`src/hdl/signed_int_to_decimal_ascii_assert.svh`:
```
// ----------------------------------------------------------------------------
// Assertion macros for signed_int_to_decimal_ascii
// Concurrent checks clocked on clk_i and held off while rst_ni is low.
// ----------------------------------------------------------------------------
`ifndef SIGNED_INT_TO_DECIMAL_ASCII_ASSERT_SVH
`define SIGNED_INT_TO_DECIMAL_ASCII_ASSERT_SVH

// A property that must hold at every clock edge outside reset.
`define SITDA_ASSERT(label, prop, msg) \
  label: assert property (@(posedge clk_i) disable iff (!rst_ni) (prop)) \
    else $error(msg);

// An implication from one cycle to the next, outside reset.
`define SITDA_ASSERT_NEXT(label, cond, prop, msg) \
  label: assert property (@(posedge clk_i) disable iff (!rst_ni) \
    (cond) |=> (prop)) else $error(msg);

`endif

```
`src/hdl/sitda_pkg.sv`:
```
// ----------------------------------------------------------------------------
// sitda_pkg
// Widths, character codes and BCD helpers for the integer to text converter.
// ----------------------------------------------------------------------------
package sitda_pkg;

  // Width of the signed input word.
  localparam int ValueWidth    = 32;
  // A 32-bit magnitude has at most ten decimal digits.
  localparam int BcdDigits     = 10;
  localparam int BcdWidth      = 4 * BcdDigits;
  localparam int BitCntWidth   = $clog2(ValueWidth);
  localparam int DigitCntWidth = $clog2(BcdDigits + 1);
  localparam int CharWidth     = 8;

  // ASCII codes used in the output text.
  localparam logic [CharWidth-1:0] CharMinus = 8'd45;
  localparam logic [CharWidth-1:0] CharZero  = 8'd48;
  localparam logic [CharWidth-1:0] CharNine  = 8'd57;

  // Double dabble correction: every digit of five or more gets three added,
  // so that the following left shift carries correctly into the next digit.
  function automatic logic [BcdWidth-1:0] bcd_adjust(input logic [BcdWidth-1:0] bcd);
    logic [BcdWidth-1:0] res;
    res = bcd;
    for (int i = 0; i < BcdDigits; i++) begin
      if (bcd[4*i +: 4] >= 4'd5) begin
        res[4*i +: 4] = bcd[4*i +: 4] + 4'd3;
      end
    end
    return res;
  endfunction

  // True when every digit of the word lies in the range nought to nine.
  function automatic logic bcd_is_valid(input logic [BcdWidth-1:0] bcd);
    logic ok;
    ok = 1'b1;
    for (int i = 0; i < BcdDigits; i++) begin
      if (bcd[4*i +: 4] > 4'd9) begin
        ok = 1'b0;
      end
    end
    return ok;
  endfunction

endpackage

```
`src/hdl/signed_int_to_decimal_ascii.sv`:
```
// ----------------------------------------------------------------------------
// signed_int_to_decimal_ascii
// Converts a signed 32-bit integer into its decimal ASCII text, one character
// per output beat, most significant character first.
// ----------------------------------------------------------------------------
// One input beat carries a two's complement integer; the block answers with
// its decimal text, a leading '-' for negative values and no leading zeros,
// and tlast marks the final digit. The magnitude is converted bit-serially by
// double dabble, one input bit per cycle, into the conversion shift register;
// then the leading zeros are dropped (up to nine), and then the characters
// are handed out while the sink is ready. The input is held off from the
// moment a value is taken until its last character has been loaded into the
// output register.
// ----------------------------------------------------------------------------
`include "signed_int_to_decimal_ascii_assert.svh"

module signed_int_to_decimal_ascii (
  input  logic        clk_i,
  input  logic        rst_ni,
  // Input stream. tdata: [31:0] value (signed).
  input  logic        s_axis_tvalid_i,
  output logic        s_axis_tready_o,
  input  logic [31:0] s_axis_tdata_i,
  // Output stream. tdata: [7:0] char_code. tlast: last_char.
  output logic        m_axis_tvalid_o,
  input  logic        m_axis_tready_i,
  output logic [7:0]  m_axis_tdata_o,
  output logic        m_axis_tlast_o
);

  // Controller states.
  localparam logic [2:0] StIdle = 3'd0;
  localparam logic [2:0] StConv = 3'd1;
  localparam logic [2:0] StSkip = 3'd2;
  localparam logic [2:0] StSign = 3'd3;
  localparam logic [2:0] StEmit = 3'd4;

  localparam logic [sitda_pkg::BitCntWidth-1:0] LastStep =
    sitda_pkg::BitCntWidth'(sitda_pkg::ValueWidth - 1);
  localparam logic [sitda_pkg::DigitCntWidth-1:0] AllDigits =
    sitda_pkg::DigitCntWidth'(sitda_pkg::BcdDigits);
  localparam logic [sitda_pkg::DigitCntWidth-1:0] OneDigit =
    sitda_pkg::DigitCntWidth'(1);

  logic [2:0]                               state_q, state_d;
  logic [sitda_pkg::ValueWidth-1:0]         mag_q, mag_d;
  logic [sitda_pkg::BcdWidth-1:0]           bcd_q, bcd_d;
  logic [sitda_pkg::BitCntWidth-1:0]        cnt_q, cnt_d;
  logic [sitda_pkg::DigitCntWidth-1:0]      ndig_q, ndig_d;
  logic                                     neg_q, neg_d;
  logic                                     out_valid_q, out_valid_d;
  logic [sitda_pkg::CharWidth-1:0]          out_char_q, out_char_d;
  logic                                     out_last_q, out_last_d;

  logic                                     in_beat;
  logic                                     slot_free;
  logic [sitda_pkg::BcdWidth-1:0]           bcd_adj;
  logic [3:0]                               top_digit;

  assign s_axis_tready_o = (state_q == StIdle);
  assign in_beat         = s_axis_tvalid_i && s_axis_tready_o;
  assign slot_free       = !out_valid_q || m_axis_tready_i;
  assign bcd_adj         = sitda_pkg::bcd_adjust(bcd_q);
  assign top_digit       = bcd_q[sitda_pkg::BcdWidth-1 -: 4];

  // Sequencer: load, shift the magnitude into the BCD register, drop leading
  // zeros, then hand characters to the output register.
  always_comb begin
    state_d     = state_q;
    mag_d       = mag_q;
    bcd_d       = bcd_q;
    cnt_d       = cnt_q;
    ndig_d      = ndig_q;
    neg_d       = neg_q;
    out_valid_d = out_valid_q && !m_axis_tready_i;
    out_char_d  = out_char_q;
    out_last_d  = out_last_q;

    case (state_q)
      StIdle: begin
        if (in_beat) begin
          neg_d   = s_axis_tdata_i[sitda_pkg::ValueWidth-1];
          mag_d   = neg_d ? (~s_axis_tdata_i + 32'd1) : s_axis_tdata_i;
          bcd_d   = '0;
          cnt_d   = '0;
          state_d = StConv;
        end
      end
      StConv: begin
        bcd_d = {bcd_adj[sitda_pkg::BcdWidth-2:0], mag_q[sitda_pkg::ValueWidth-1]};
        mag_d = {mag_q[sitda_pkg::ValueWidth-2:0], 1'b0};
        cnt_d = cnt_q + 1'b1;
        if (cnt_q == LastStep) begin
          ndig_d  = AllDigits;
          state_d = StSkip;
        end
      end
      StSkip: begin
        // Zero keeps its single digit.
        if (top_digit == 4'd0 && ndig_q != OneDigit) begin
          bcd_d  = {bcd_q[sitda_pkg::BcdWidth-5:0], 4'd0};
          ndig_d = ndig_q - 1'b1;
        end else begin
          state_d = neg_q ? StSign : StEmit;
        end
      end
      StSign: begin
        if (slot_free) begin
          out_valid_d = 1'b1;
          out_char_d  = sitda_pkg::CharMinus;
          out_last_d  = 1'b0;
          state_d     = StEmit;
        end
      end
      StEmit: begin
        if (slot_free) begin
          out_valid_d = 1'b1;
          out_char_d  = sitda_pkg::CharZero + {4'd0, top_digit};
          out_last_d  = (ndig_q == OneDigit);
          bcd_d       = {bcd_q[sitda_pkg::BcdWidth-5:0], 4'd0};
          ndig_d      = ndig_q - 1'b1;
          if (ndig_q == OneDigit) begin
            state_d = StIdle;
          end
        end
      end
      default: begin
        state_d = StIdle;
      end
    endcase
  end

  // Control state.
  always_ff @(posedge clk_i or negedge rst_ni) begin
    if (!rst_ni) begin
      state_q     <= StIdle;
      out_valid_q <= 1'b0;
    end else begin
      state_q     <= state_d;
      out_valid_q <= out_valid_d;
    end
  end

  // Datapath registers.
  always_ff @(posedge clk_i) begin
    mag_q      <= mag_d;
    bcd_q      <= bcd_d;
    cnt_q      <= cnt_d;
    ndig_q     <= ndig_d;
    neg_q      <= neg_d;
    out_char_q <= out_char_d;
    out_last_q <= out_last_d;
  end

  assign m_axis_tvalid_o = out_valid_q;
  assign m_axis_tdata_o  = out_char_q;
  assign m_axis_tlast_o  = out_last_q;

  // Checks on the conversion and the text it produces.
  `SITDA_ASSERT(a_bcd_digits_valid,
    !(state_q == StSkip || state_q == StSign || state_q == StEmit) ||
    sitda_pkg::bcd_is_valid(bcd_q),
    "BCD register holds a digit above nine")
  `SITDA_ASSERT(a_char_in_set,
    !m_axis_tvalid_o || m_axis_tdata_o == sitda_pkg::CharMinus ||
    (m_axis_tdata_o >= sitda_pkg::CharZero && m_axis_tdata_o <= sitda_pkg::CharNine),
    "output character is neither a digit nor a minus sign")
  `SITDA_ASSERT(a_minus_not_last,
    !(m_axis_tvalid_o && m_axis_tdata_o == sitda_pkg::CharMinus) || !m_axis_tlast_o,
    "minus sign marked as last character")
  `SITDA_ASSERT_NEXT(a_emit_ends_idle,
    state_q == StEmit && slot_free && ndig_q == OneDigit,
    state_q == StIdle && m_axis_tvalid_o && m_axis_tlast_o,
    "final digit did not close the text")

endmodule

```
`config.mk`:
```
export PLATFORM = sky130hd
export DESIGN_NAME = signed_int_to_decimal_ascii
export DESIGN_NICKNAME = d
export VERILOG_FILES = /design/src/hdl/sitda_pkg.sv /design/src/hdl/signed_int_to_decimal_ascii.sv
export VERILOG_INCLUDE_DIRS = /design/src /design/src/hdl
export SDC_FILE = /design/constraint.sdc
export NUM_CORES = 1
export LEC_CHECK = 0
export BUFFER_PORTS_ARGS = -buffer_cell sky130_fd_sc_hd__buf_2
export CAP_MARGIN = 20
export CORE_UTILIZATION = 50
export DETAILED_ROUTE_END_ITERATION = 6
export HOLD_SLACK_MARGIN = 0.05
export PLACE_DENSITY = 0.71
export SLEW_MARGIN = 0
export SYNTH_ARGS = -nofsm -noshare
export SYNTH_HDL_FRONTEND = slang
export SYNTH_SLANG_ARGS = --single-unit
export TNS_END_PERCENT = 5
```
`constraint.sdc`:
```
create_clock -name clk_i -period 3.2 [get_ports clk_i]
set_input_delay 0.32 -clock clk_i [delete_from_list [all_inputs] [get_ports clk_i]]
set_output_delay 0.32 -clock clk_i [all_outputs]
set_load 0.005 [all_outputs]
```
==> results of run 1 <==
[layout make-up]
cell class / instances / area [um^2] / area share [%]
clock buffers: 10 / 128 / 2.09
well taps: 140 / 175 / 2.87
inverters: 27 / 101 / 1.66
repair buffers: 51 / 278 / 4.55
multi-input cells: 408 / 2570 / 42.1
flip-flops and latches: 92 / 2740 / 44.9
clock inverters: 6 / 111 / 1.82
[sequential cells by signal (all words and copies together), names as in the netlist]
signal	flops
cnt_q	5
state_q	3
m_axis_tdata_o	5
bcd_q	40
m_axis_tvalid_o	1
neg_q	1
ndig_q	4
mag_q	32
m_axis_tlast_o	1
[logic make-up after synthesis]
kind of cell             count (synthesis)
multiplexers                             2
AND/OR/NAND/NOR                        181
adder cells (fa/ha/maj)                 26
flip-flops                              92
other                                    2
XOR/XNOR                                47
AO/OA/AOI/OAI                          149
buffers and inverters                   56
[stage by stage]
| step | cell area [um^2] | util (%) |
|---|---|---|
| 2_1_floorplan | 5540 | - |
| 3_3_place_gp | 5860 | 54.3 |
| 3_5_place_dp | 5860 | 54.3 |
| 4_1_cts | 6110 | 56.6 |
| 5_1_grt | 6110 | 56.6 |
| 6_report | 6110 | 56.6 |
[layout by cell type, fill, tap and decap left out, types with 3 or more instances in the layout]
master	count
a21oi_1	40
a22o_1	4
a22oi_1	4
and2_1	5
buf_2	43
buf_4	7
bufinv_16	3
clkbuf_8	9
conb_1	3
dfrtp_1	4
edfxtp_1	88
ha_1	26
inv_1	27
nand2_1	69
nand2b_1	14
nand3_1	5
nor2_1	37
nor2b_1	6
nor3_1	8
nor3b_1	14
o21ai_0	68
o31ai_1	19
o41ai_1	8
or3_1	3
or3b_2	3
or4_1	6
xnor2_1	16
xor2_1	31
[routing by layer]
metal,routed length [um],global-route usage [%],part of all wire [%],up-vias
li1,-,-,-,2057
met1,4860,25.2,48,1870
met2,4660,31.0,46,86
met3,471,4.26,4.7,8
met4,83,5.68,0.82,0
met5,0,0,0,-
[final timing paths]
kind / start / endpoint / depth (start not counted)
setup / recovery: s_axis_tdata_i[0] / mag_q[28] / 8
hold / removal: rst_ni / state_q[1] / 2
setup reg to reg: ndig_q[0] / bcd_q[22] / 6
hold reg to reg: mag_q[31] / bcd_q[0] / 1
max in group asynchronous: rst_ni / m_axis_tvalid_o / 2
min in group clk_i: s_axis_tvalid_i / neg_q / 2
[power groups by stage]
stage          combinational (mW)  sequential [mW]  clock [mW]
2_1_floorplan                1.77             2.51           0
3_3_place_gp                 2.12             2.61           0
3_5_place_dp                 2.23             2.63           0
4_1_cts                      2.24             2.61       0.951
5_1_grt                      2.56             2.69       0.995
6_report                     2.21             2.61       0.933
[worst reg2reg max path, stage by stage (launching register included)]
cell	delay, ns
edfxtp_1	0.45
ha_1	0.22
or3b_2	0.21
nand3_1	0.17
o22a_1	0.27
o21bai_4	0.11
buf_4	0.46
==> results_dict.tcl, run 1 <==
set metrics [dict create \
    status "complete, no violations" \
    synth_cell_types 44 \
    slowest_stage "or4b_4" \
    cts_resized 0 \
    dieArea_mm2 0.0115 \
    worst-path-buf-inv 2 \
    synth_compound_gate_area_share_pct 15.8 \
    clockPowerShare_pct 16.2 \
    syn_area_mm2 0.00553 \
    diodes 0 \
    vdd_drop_max_v 0.000464 \
    path_cells "buf_2 -> inv_1 -> ha_1 -> or3b_2 -> or3_1 -> or4b_4 -> or4b_1 -> nand3_1" \
    fin_crit_sh_pct 75.5 \
    rsz0062_at_grt "no" \
    first_global_vias 3896 \
    start_util_pct 51.3 \
    first_iter_violations 236 \
    synth_xor_area_share_pct 7.44 \
    wl_um 10100 \
    async_flop_share_pct 4.35 \
    postCtsSetupRepairBufs 0 \
    numCtsBuffers 9 \
    ioPinCount 47 \
    synth_top_area_share_pct 47.8 \
    viasPerCell 5.48 \
    ys_ff_latch 92 \
    cts_max_level 3 \
    p_leak_nw 2.35 \
    max_freq_mhz 414 \
    grt.total_usage_pct 19.0 \
    max_cap_viol_count 0 \
    dp_hpwl_um 6910 \
    grt_remaining_overflow 0 \
    die_w_um 107 \
    placed_cells 717 \
    endpoint_kind "flop" \
    hold_viol 0 \
    core_mm2 0.0108 \
    synth-simple-area-share_pct 16.3 \
    cp_max_fo 4 \
    slew_violations 0 \
    drcViolationCount 0 \
    cts_tree "yes" \
    synth.area.top_cells "edfxtp_1 (48%), o21ai_0 (6.2%), ha_1 (5.9%)" \
    r2r_slack_ns 0.94 \
    synth_edf_count 88 \
    worst-setup-path-type "input port to flop" \
    cts_hold_buf 1 \
    antenna_found_initial 0 \
    synthAdderAreaFrac_pct 5.88 \
    yosysWarnings 0 \
    dp_slack_ns 0.401 \
    synthMuxAreaShare_pct 0.588 \
    critPathLaunchType "input port" \
    cts.sinks 92 \
    yosys-top-cells-count "edfxtp_1 (88), nand2_1 (69), o21ai_0 (68), a21oi_1 (40), nor2_1 (38)" \
    grt_max_degree 55 \
    synth_top_cell_by_area "edfxtp_1" \
    clk_pin_slew_ns 0.09 \
    wl_per_cell_um 13.7 \
    finalWorstSetupSlack_ns 0.783 \
    nFillCells 964 \
    num_vias 4021 \
    synth_cells 555 \
    portBuffers 43 \
    synth_top_flop_cell "edfxtp_1" \
    cp_slowest_stage_delay_ns 0.57 \
    p_total_mw 5.76 \
    seq_power_share_pct 45.3 \
    finalNetCount 651 \
    switching_share_pct 36.9 \
    comb_power_share_pct 38.5 \
    crit_arrival_ns 2.65 \
    finalSetupTns_ns 0 \
    synth-seq-area-share_pct 49.6 \
    drive_above_1_share_pct 13.0 \
    gp_congestion 0.858 \
    fin_skew_ns 0.0106 \
    clk_path_buf_depth 2 \
    p_switching_mw 2.12 \
    cp.required_ns 3.44 \
    clk_latency_ns 0.36 \
    grt_pass1_wl_um 17300 \
    p_per_area_mw_per_mm2 943 \
    setup_viol 0 \
    die_y_um 107 \
    p_int_mw 3.64 \
    synth_top_family_by_area "simple AND/OR/NAND/NOR gates" \
    ant_nets 0 \
    yosysMostFrequentCell "edfxtp_1" \
    finalCriticalPeriod_ns 2.42 \
    cts-root-buf "clkbuf_8" \
    worstMarginPinSlew_ns 0.641 \
    crit_family "simple AND/OR/NAND/NOR gates" \
    dr.pass1.iters 4 \
    area_delta_synth_final_pct 10.4 \
    rows 38 \
    syn_area_per_cell_um2 9.97 \
    slew_headroom_pct 57.1 \
    hold_ws_ns 0.280 \
    hold_path_class "input port to asynchronous set/reset pin" \
    stdcell_count 734 \
]
Power figures use the tool's default switching activity.
==> inputs of run 2 (changes only) <==
==> constraint.sdc (replaced) <==
create_clock -name clk_i -period 2 [get_ports clk_i]
set_input_delay 0.2 -clock clk_i [delete_from_list [all_inputs] [get_ports clk_i]]
set_output_delay 0.2 -clock clk_i [all_outputs]
set_load 0.005 [all_outputs]
==> results_dict.tcl, run 2 (synthesis gave the netlist of run 1 again) <==
set metrics [dict create \
    area_delta_synth_final_pct 19.3 \
    final_common_cell "edfxtp_1" \
    crit_arrival_ns 2.32 \
    p_per_area_mw_per_mm2 1430 \
    start_util_pct 51.3 \
    max_cap_viol_count 0 \
    diodes 0 \
    slew_headroom_pct 54.4 \
    p_switching_mw 3.55 \
    fin_util_pct 61.1 \
    seq_power_share_pct 43.6 \
    die_w_um 107 \
    finalCriticalPeriod_ns 2.09 \
    vdd_drop_max_v 0.000692 \
    multi_input_area_mm2 0.00267 \
    finalSetupTns_ns -0.160 \
    rows 38 \
    r2r_slack_ns 0.08 \
    switching_share_pct 37.6 \
    die_y_um 107 \
    dr.pass1.iters 5 \
    grt_max_degree 48 \
    p_leak_nw 2.60 \
    dieArea_mm2 0.0115 \
    nFillCells 869 \
    cp.required_ns 2.24 \
    antenna_found_initial 0 \
    hold_viol 0 \
    largest_reg_flops 40 \
    cts_max_level 3 \
    cts-root-buf "clkbuf_8" \
    wl_per_cell_um 14.6 \
    r2r_cells 5 \
    final_cell_mix "edfxtp_1 (88), nand2_1 (69), o21ai_0 (67)" \
    worst-setup-path-type "input port to flop" \
    core_mm2 0.0108 \
    p_int_mw 5.90 \
    grt_remaining_overflow 0 \
    r2r-start "ndig_q[1]" \
    ant_nets 0 \
    ioPinCount 47 \
    violations "negative setup slack" \
    reg_top3 "bcd_q x40, mag_q x32" \
    grt.total_usage_pct 21.4 \
    regMostFlops "bcd_q" \
    viasPerCell 5.54 \
    hold_path_class "input port to asynchronous set/reset pin" \
    hold_ws_ns 0.181 \
    setup_viol 2 \
    num_vias 4301 \
    portBuffers 43 \
    r2r-end "ndig_q[0]" \
    worstMarginPinSlew_ns 0.682 \
    comb_power_share_pct 42.5 \
    first_global_vias 4162 \
    fin_skew_ns 0.0120 \
    finalWorstSetupSlack_ns -0.0864 \
    cts_tree "yes" \
    endpoint_kind "flop" \
    drive_above_1_share_pct 20.6 \
    gp_congestion 0.834 \
    slew_violations 0 \
    numCtsBuffers 9 \
    max_freq_mhz 479 \
    clockPowerShare_pct 13.8 \
    dp_hpwl_um 7580 \
    p_total_mw 9.45 \
    cp_max_fo 3 \
    critPathLaunchType "input port" \
    rsz0062_at_grt "yes" \
    status "complete, but fails checks" \
    wl_um 11400 \
    finalNetCount 693 \
    cts.sinks 92 \
    regArea_mm2 0.00274 \
    first_iter_violations 171 \
    grt_pass1_wl_um 19100 \
    clk_path_buf_depth 2 \
    clk_pin_slew_ns 0.09 \
    drcViolationCount 0 \
    clk_latency_ns 0.37 \
    fin_crit_sh_pct 104 \
]
run 2: changes by cell type in the layout (fill, tap and decap cells not counted), moves of 4 or more:
cell and delta:
buf_4 +34, o41ai_2 +5, o41ai_1 -5, buf_2 -4
buf_12 +6, buf_6 +4
run 2: final cells by class:
cell class | instances | area share, %
tap | 140 | 2.65
multi-input combinational | 408 | 40.5
timing repair buffer | 93 | 10.7
inverter | 27 | 1.61
sequential | 92 | 41.6
clock buffer | 11 | 2.14
clock inverter | 5 | 0.910
run 2: power by group through the flow:
stage / Clock (mW) / Sequential [mW] / Combinational [mW]
2_1_floorplan: 0 / 4.01 / 2.87
3_3_place_gp: 0 / 4.11 / 3.80
3_5_place_dp: 0 / 4.16 / 3.99
4_1_cts: 1.33 / 4.12 / 4.04
5_1_grt: 1.39 / 4.25 / 4.60
6_report: 1.31 / 4.12 / 4.02
run 2: worst max path at each step:
stage | from | to | cells after the start
CTS | s_axis_tdata_i[1] | mag_q[28] | 8
finish | s_axis_tdata_i[5] | mag_q[28] | 6
floorplan | s_axis_tdata_i[0] | mag_q[28] | 8
global route | s_axis_tdata_i[5] | mag_q[28] | 6
global placement | s_axis_tdata_i[0] | mag_q[28] | 8
detailed placement | s_axis_tdata_i[0] | mag_q[28] | 8
run 2: routing by layer:
layer / share of wire [%] / GRT usage (%) / wire, um
met4: 1.9 / 8.32 / 220
met5: 0 / 0 / 0
met1: 45 / 27.8 / 5140
met3: 4.5 / 3.71 / 516
met2: 48 / 35.4 / 5480
run 2: critical path, cell delays in order:
cell	delay, ns
buf_6	0.09
or4_4	0.54
or3_4	0.40
or4b_4	0.53
or4b_1	0.47
nand3_1	0.08
run 2: repair_timing:
| item | CTS | global route |
|---|---|---|
| setup buffers | 3 | 1 |
| hold buffers | 2 | 0 |
| gates resized for setup | 15 | 8 |
| gates cloned | 0 | 0 |
| setup endpoints to repair | 32 | 36 |
| pin swaps | 6 | 5 |
| endpoints found under the hold margin | 5 | 0 |
run 2: per-stage QoR:
step / cells / instance area, um^2 / worst slack (ns)
floorplan: 556 / 5570 / -0.462
global placement: 754 / 6240 / -0.469
detailed placement: 754 / 6240 / -0.533
CTS: 775 / 6550 / -0.0848
global route: 776 / 6600 / -0.0873
finish: 776 / 6600 / -0.0864
